$ cat config.mk
export PLATFORM = sky130hd
export DESIGN_NAME = json_string_unescape
export DESIGN_NICKNAME = d
export VERILOG_FILES = /design/src/jsu_pkg.sv /design/src/jsu_decode.sv /design/src/json_string_unescape.sv
export VERILOG_INCLUDE_DIRS = /design/src /design/src/src
export SDC_FILE = /design/constraint.sdc
export NUM_CORES = 1
export LEC_CHECK = 0
export BUFFER_PORTS_ARGS = -buffer_cell sky130_fd_sc_hd__buf_2
export CORE_MARGIN = 4
export CORE_UTILIZATION = 61
export DETAILED_ROUTE_END_ITERATION = 16
export PLACE_DENSITY = 0.8
export SYNTH_ARGS = -nofsm -noshare
export SYNTH_HDL_FRONTEND = slang
export SYNTH_HIERARCHICAL = 1
export SYNTH_SLANG_ARGS = --single-unit
$ cat constraint.sdc
create_clock -name clk -period 3.6 [get_ports clk]
set_input_delay 0.54 -clock clk [delete_from_list [all_inputs] [get_ports clk]]
set_output_delay 0.54 -clock clk [all_outputs]
set_load 0.02 [all_outputs]
$ cat src/assert_macros.svh
// ----------------------------------------------------------------------------
// assert_macros
// Assertion macros shared by the RTL; each expects clk and rst_n in scope.
// ----------------------------------------------------------------------------
`ifndef ASSERT_MACROS_SVH
`define ASSERT_MACROS_SVH

// Check prop at every rising clk edge outside reset.
`define ASSERT_CLK(label, prop, msg) \
    label: assert property (@(posedge clk) disable iff (!rst_n) (prop)) else $error(msg);

// Check that cause implies effect in the same cycle.
`define ASSERT_IMPLY(label, cause, effect, msg) \
    label: assert property (@(posedge clk) disable iff (!rst_n) (cause) |-> (effect)) \
        else $error(msg);

`endif

$ cat src/jsu_pkg.sv
// ----------------------------------------------------------------------------
// jsu_pkg
// Types and constants for the JSON string unescaper.
// ----------------------------------------------------------------------------
package jsu_pkg;

    // Item on the input channel
    typedef struct packed {
        logic [7:0] in_byte;
        logic       end_of_input;
    } in_item_t;

    // Item on the output channel
    typedef struct packed {
        logic [7:0] out_byte;
        logic [2:0] status;
        logic       last_of_run;
    } out_item_t;

    // Result status codes
    localparam logic [2:0] ST_DATA    = 3'd0;
    localparam logic [2:0] ST_END     = 3'd1;
    localparam logic [2:0] ST_NOQUOTE = 3'd2;
    localparam logic [2:0] ST_BADESC  = 3'd3;
    localparam logic [2:0] ST_BADHEX  = 3'd4;
    localparam logic [2:0] ST_UNTERM  = 3'd5;
    localparam logic [2:0] ST_TRUNC   = 3'd6;

    // Source characters
    localparam logic [7:0] CH_QUOTE  = 8'h22;
    localparam logic [7:0] CH_BSLASH = 8'h5C;
    localparam logic [7:0] CH_SLASH  = 8'h2F;
    localparam logic [7:0] CH_B      = 8'h62;
    localparam logic [7:0] CH_F      = 8'h66;
    localparam logic [7:0] CH_N      = 8'h6E;
    localparam logic [7:0] CH_R      = 8'h72;
    localparam logic [7:0] CH_T      = 8'h74;
    localparam logic [7:0] CH_U      = 8'h75;

    // Control bytes produced by escapes
    localparam logic [7:0] BS_CODE = 8'h08;
    localparam logic [7:0] FF_CODE = 8'h0C;
    localparam logic [7:0] LF_CODE = 8'h0A;
    localparam logic [7:0] CR_CODE = 8'h0D;
    localparam logic [7:0] HT_CODE = 8'h09;

    // UTF-8 encoding
    localparam logic [15:0] CP_1BYTE_LIMIT = 16'h0080;
    localparam logic [15:0] CP_2BYTE_LIMIT = 16'h0800;
    localparam logic [7:0]  UTF8_LEAD2     = 8'hC0;
    localparam logic [7:0]  UTF8_LEAD3     = 8'hE0;
    localparam logic [7:0]  UTF8_CONT      = 8'h80;
    localparam logic [7:0]  UTF8_CONT_MASK = 8'hC0;

    localparam logic [1:0] HEX_LAST = 2'd3;

    typedef enum logic [3:0] {
        MODE_WAIT = 4'b0001,
        MODE_STR  = 4'b0010,
        MODE_ESC  = 4'b0100,
        MODE_HEX  = 4'b1000
    } mode_t;

    typedef struct packed {
        mode_t       mode;
        logic [1:0]  hex_cnt;
        logic [15:0] code_point;
    } dec_state_t;

    // Up to three results caused by one input item
    typedef struct packed {
        logic [1:0] count;
        logic [2:0] status;
        logic [7:0] b0;
        logic [7:0] b1;
        logic [7:0] b2;
    } burst_t;

endpackage

$ cat src/jsu_decode.sv
// ----------------------------------------------------------------------------
// jsu_decode
// Combinational decode of one source byte: next state and its result burst.
// ----------------------------------------------------------------------------
module jsu_decode
    import jsu_pkg::*;
(
    input  dec_state_t st,
    input  in_item_t   item,
    output dec_state_t st_next,
    output burst_t     res
);

    logic        fail;
    logic [2:0]  fail_status;
    logic        hex_ok;
    logic [3:0]  hex_val;
    logic [15:0] cp_new;

    always_comb
    begin
        hex_ok  = 1'b1;
        hex_val = item.in_byte[3:0];
        case (item.in_byte) inside
            [8'h30:8'h39]: hex_val = item.in_byte[3:0];
            [8'h41:8'h46], [8'h61:8'h66]: hex_val = item.in_byte[3:0] + 4'd9;
            default: hex_ok = 1'b0;
        endcase
    end

    assign cp_new = {st.code_point[11:0], hex_val};

    always_comb
    begin
        st_next     = st;
        res         = '0;
        res.status  = ST_DATA;
        fail        = 1'b0;
        fail_status = ST_DATA;
        case (st.mode)
            MODE_WAIT:
            begin
                if (!item.end_of_input && item.in_byte == CH_QUOTE)
                    st_next.mode = MODE_STR;
                else
                begin
                    fail        = 1'b1;
                    fail_status = ST_NOQUOTE;
                end
            end
            MODE_STR:
            begin
                if (item.end_of_input)
                begin
                    fail        = 1'b1;
                    fail_status = ST_UNTERM;
                end
                else if (item.in_byte == CH_QUOTE)
                begin
                    fail        = 1'b1;
                    fail_status = ST_END;
                end
                else if (item.in_byte == CH_BSLASH)
                    st_next.mode = MODE_ESC;
                else
                begin
                    res.count = 2'd1;
                    res.b0    = item.in_byte;
                end
            end
            MODE_ESC:
            begin
                if (item.end_of_input)
                begin
                    fail        = 1'b1;
                    fail_status = ST_TRUNC;
                end
                else
                begin
                    st_next.mode = MODE_STR;
                    res.count    = 2'd1;
                    case (item.in_byte)
                        CH_QUOTE, CH_BSLASH, CH_SLASH: res.b0 = item.in_byte;
                        CH_B: res.b0 = BS_CODE;
                        CH_F: res.b0 = FF_CODE;
                        CH_N: res.b0 = LF_CODE;
                        CH_R: res.b0 = CR_CODE;
                        CH_T: res.b0 = HT_CODE;
                        CH_U:
                        begin
                            st_next.mode       = MODE_HEX;
                            st_next.hex_cnt    = 2'd0;
                            st_next.code_point = '0;
                            res.count          = 2'd0;
                        end
                        default:
                        begin
                            fail        = 1'b1;
                            fail_status = ST_BADESC;
                        end
                    endcase
                end
            end
            MODE_HEX:
            begin
                if (item.end_of_input)
                begin
                    fail        = 1'b1;
                    fail_status = ST_TRUNC;
                end
                else if (!hex_ok)
                begin
                    fail        = 1'b1;
                    fail_status = ST_BADHEX;
                end
                else if (st.hex_cnt != HEX_LAST)
                begin
                    st_next.hex_cnt    = st.hex_cnt + 2'd1;
                    st_next.code_point = cp_new;
                end
                else
                begin
                    st_next.mode       = MODE_STR;
                    st_next.hex_cnt    = 2'd0;
                    st_next.code_point = '0;
                    if (cp_new < CP_1BYTE_LIMIT)
                    begin
                        res.count = 2'd1;
                        res.b0    = cp_new[7:0];
                    end
                    else if (cp_new < CP_2BYTE_LIMIT)
                    begin
                        res.count = 2'd2;
                        res.b0    = UTF8_LEAD2 | {3'b000, cp_new[10:6]};
                        res.b1    = UTF8_CONT | {2'b00, cp_new[5:0]};
                    end
                    else
                    begin
                        res.count = 2'd3;
                        res.b0    = UTF8_LEAD3 | {4'b0000, cp_new[15:12]};
                        res.b1    = UTF8_CONT | {2'b00, cp_new[11:6]};
                        res.b2    = UTF8_CONT | {2'b00, cp_new[5:0]};
                    end
                end
            end
            default:
            begin
                fail        = 1'b1;
                fail_status = ST_NOQUOTE;
            end
        endcase

        // Any error or string end: one result, back to waiting for a quote
        if (fail)
        begin
            st_next.mode       = MODE_WAIT;
            st_next.hex_cnt    = 2'd0;
            st_next.code_point = '0;
            res                = '0;
            res.count          = 2'd1;
            res.status         = fail_status;
        end
    end

endmodule

$ cat src/json_string_unescape.sv
// ----------------------------------------------------------------------------
// json_string_unescape
// Decodes quoted JSON strings, one at a time, byte by byte, into bytes and status codes.
// ----------------------------------------------------------------------------
// Channel | Dir | Handshake             | Payload
// in      | in  | in_valid / in_ready   | in_data  (in_item_t)
// out     | out | out_valid / out_ready | out_data (out_item_t)
//
// Each input item sits in the input register, then decodes into a burst
// register of up to three results, which drain one per cycle while
// out_ready is high. Sustained rate is then one item per cycle; a last hex
// digit that encodes to two or three UTF-8 bytes holds the input until the
// burst drains to its last result.
// rst_n clears the valid flag, decoder state and burst count asynchronously; no clearing pass is needed.
// ----------------------------------------------------------------------------
`include "assert_macros.svh"

module json_string_unescape
    import jsu_pkg::*;
(
    input  logic      clk,
    input  logic      rst_n,
    input  logic      in_valid,
    output logic      in_ready,
    input  in_item_t  in_data,
    output logic      out_valid,
    input  logic      out_ready,
    output out_item_t out_data
);

    logic       in_valid_reg, in_valid_next;
    in_item_t   in_item_reg;
    dec_state_t st_reg, st_next;
    logic [1:0] cnt_reg, cnt_next;
    logic [2:0] status_reg;
    logic [7:0] b0_reg, b1_reg, b2_reg;

    dec_state_t dec_st;
    burst_t     dec_res;
    logic       load;
    logic       out_pop;

    jsu_decode u_decode (
        .st      (st_reg),
        .item    (in_item_reg),
        .st_next (dec_st),
        .res     (dec_res)
    );

    assign out_valid = (cnt_reg != 2'd0);
    assign out_pop   = out_valid && out_ready;
    // Advance when the burst is empty or its last result leaves this cycle
    assign load      = in_valid_reg && ((cnt_reg == 2'd0) || ((cnt_reg == 2'd1) && out_ready));
    assign in_ready  = !in_valid_reg || load;

    always_comb
    begin
        in_valid_next = in_valid_reg;
        if (in_valid && in_ready)
            in_valid_next = 1'b1;
        else if (load)
            in_valid_next = 1'b0;

        st_next  = load ? dec_st : st_reg;

        cnt_next = cnt_reg;
        if (load)
            cnt_next = dec_res.count;
        else if (out_pop)
            cnt_next = cnt_reg - 2'd1;
    end

    always_ff @(posedge clk or negedge rst_n)
    begin
        if (!rst_n)
        begin
            in_valid_reg <= 1'b0;
            st_reg       <= '{mode: MODE_WAIT, hex_cnt: 2'd0, code_point: 16'd0};
            cnt_reg      <= 2'd0;
        end
        else
        begin
            in_valid_reg <= in_valid_next;
            st_reg       <= st_next;
            cnt_reg      <= cnt_next;
        end
    end

    always_ff @(posedge clk)
    begin
        if (in_valid && in_ready)
            in_item_reg <= in_data;
        if (load)
        begin
            status_reg <= dec_res.status;
            b0_reg     <= dec_res.b0;
            b1_reg     <= dec_res.b1;
            b2_reg     <= dec_res.b2;
        end
        else if (out_pop)
        begin
            // Shift the next byte of the burst to the front
            b0_reg <= b1_reg;
            b1_reg <= b2_reg;
        end
    end

    assign out_data.out_byte    = b0_reg;
    assign out_data.status      = status_reg;
    assign out_data.last_of_run = (cnt_reg == 2'd1);

    `ASSERT_CLK(a_mode_onehot, $onehot(st_reg.mode), "mode register not one-hot")
    `ASSERT_IMPLY(a_wait_clear, st_reg.mode == MODE_WAIT,
        st_reg.hex_cnt == 2'd0 && st_reg.code_point == 16'd0, "hex state not cleared")
    `ASSERT_IMPLY(a_multi_is_data, cnt_reg > 2'd1, status_reg == ST_DATA,
        "multi-result burst without data status")
    `ASSERT_IMPLY(a_cont_byte, cnt_reg > 2'd1, (b1_reg & UTF8_CONT_MASK) == UTF8_CONT,
        "pending byte is not a UTF-8 continuation")

endmodule
==> impl_metrics.ini <==
[status]
outcome = finished, final reports clean

[cells_and_area]
seq_area_sq_um = 1608
layout.cells.non_filler = 434
area_growth_pct = 7.170
largest_register_ffs = 18
diodes = 0
layout.nets = 377
postLayoutCoreUtil_pct = 69.20
stdcell_area_sq_um = 3928
n_fill_cell = 446
layout-drive-gt1-share_pct = 24.03
multi_input_area_sq_um = 1846

[route]
antenna_left = 0
vias_per_cell = 6.544
drtIter0Drc = 365
drc = 0
dr.pass1.iters = 6
wl_per_cell_um = 19.23
routed_wl_mm = 8.347
vias = 2840

[cts]
htreeDepth = 3
post_cts_resized = 0
cts_tree = built
hold_buffers = 0
clk_latency_ps = 340
cts_setup_buffers = 0
clock_path_buffers = 2
cts_sinks = 57
numCtsBuffers = 9
cts_root_buf = clkbuf_8
path_clk_slew_ps = 70

[grt]
grt_first_pass_wirelength_mm = 13.40
antenna_found_initial = 0
track_usage_pct = 23.75
grt_max_degree = 38
grt_pass1_vias = 2585
globalRouteMet3Util_pct = 4.035
grt_overflow = 0
met2_usage_pct = 35.31
busiest_layer = met2
grt_use_met1_pct = 33.83

[power_and_ir_drop]
p_leak_nw = 1.628
vdd_drop_max_uv = 464.8
power_density_nw_per_um2 = 624.2
power_mw = 2.452

[sta]
slew_headroom_pct = 38.80
whs_ps = 147.8
setup_viol = 0
period_minus_slack_ps = 3016
worst_slack_ps = 583.5
finalHoldViolations = 0
setup-tns-final_ps = 0
rsz0062_at_grt = no
timing.fmax_ghz = 0.3315
post-route-period-util_pct = 83.79
worstMarginPinSlew_ps = 909.5
clock_skew_ps = 4.753
slew_violations = 0

[job]
cap_violations = 0

[place]
dp_cells = 418
port_buffers = 26
dpl_cell_area_sq_um = 3741
pre_cts_slack_ps = 621.4
hpwlAfterDp_mm = 5.833
place_congestion = 0.9569

[setup_path]
crit_type = flop to flop
cp-start-kind = flop
crit_path_end_kind = flop
required_ps = 3690
path_max_fanout = 14
cp.arrival_ps = 3110

[synthesis]
netlist_instances = 338
synth-warning-count = 6
syn_area_per_cell_sq_um = 10.84
syn_area_sq_um = 3665

[min_path]
hold_class = input pin to asynchronous set/reset pin

[floorplanning]
core.rowCount = 27
die_area_sq_um = 7312
fp.coreArea_sq_um = 5675
die_h_um = 85.51
io_pins = 27
start_util_pct = 64.57
die_w_um = 85.51
-- power by group --
part / switching [mW] / total, mW / internal [mW]
Clock: 0.257 / 0.572 / 0.314
Combinational: 0.487 / 0.844 / 0.357
Sequential: 0.110 / 1.04 / 0.926
Total: 0.854 / 2.45 / 1.60
-- layout by cell type, fill, tap and decap left out, drive strengths merged, types with 2 or more instances in the layout --
cell / n
nor3b: 2
conb: 2
nand3: 20
dfrtp: 20
nor4: 3
or3: 2
buf: 29
o22ai: 2
a21o: 2
ha: 7
o21a: 2
and2: 2
o21ai: 16
nand2b: 10
and3: 3
clkinv: 3
inv: 12
nor3: 9
nor2: 25
a221oi: 2
nor4b: 5
a21oi: 24
edfxtp: 36
a22oi: 6
clkinvlp: 2
a31oi: 5
mux2: 35
o211ai: 3
mux2i: 2
nand3b: 12
clkbuf: 10
nand2: 26
a311oi: 3
-- area by class of cell --
cell class	instances	share of cell area (%)
clock buffers	10	3.249
inverters	12	1.147
multi-input cells	248	46.99
repair buffers	29	3.887
clock inverters	6	1.497
well taps	72	2.294
flip-flops and latches	57	40.94
-- routing by layer --
layer,share of wire (%),up-vias
met5,0,-
met4,2.6,0
met3,7.9,26
met2,46,183
met1,43,1334
li1,-,1297
-- critical path, stage by stage, from the launching register on --
cell	delay (ps)
edfxtp_1	540
inv_1	180
ha_1	270
nand2b_1	140
o211a_1	300
o21a_1	250
nand3_1	420
nor2_1	150
a31o_2	250
mux2_4	260
-- path summary, 6_finish.rpt --
kind	from	end	slack (ps)	depth (start not counted)
setup / recovery	in_item_reg[1]$_DFFE_PP_	b0_reg[7]$_DFFE_PP_	580	9
hold / removal	rst_n	st_reg[11]$_DFFE_PN0P_	150	1
setup reg to reg	in_item_reg[1]$_DFFE_PP_	b0_reg[7]$_DFFE_PP_	580	9
hold reg to reg	cnt_reg[0]$_DFFE_PN0P_	cnt_reg[0]$_DFFE_PN0P_	530	1
max in group asynchronous	rst_n	st_reg[18]$_DFFE_PN1P_	3100	1
min in group clk	in_data[0]	in_item_reg[0]$_DFFE_PP_	370	1
No activity file was read; power rests on OpenSTA's default activity.
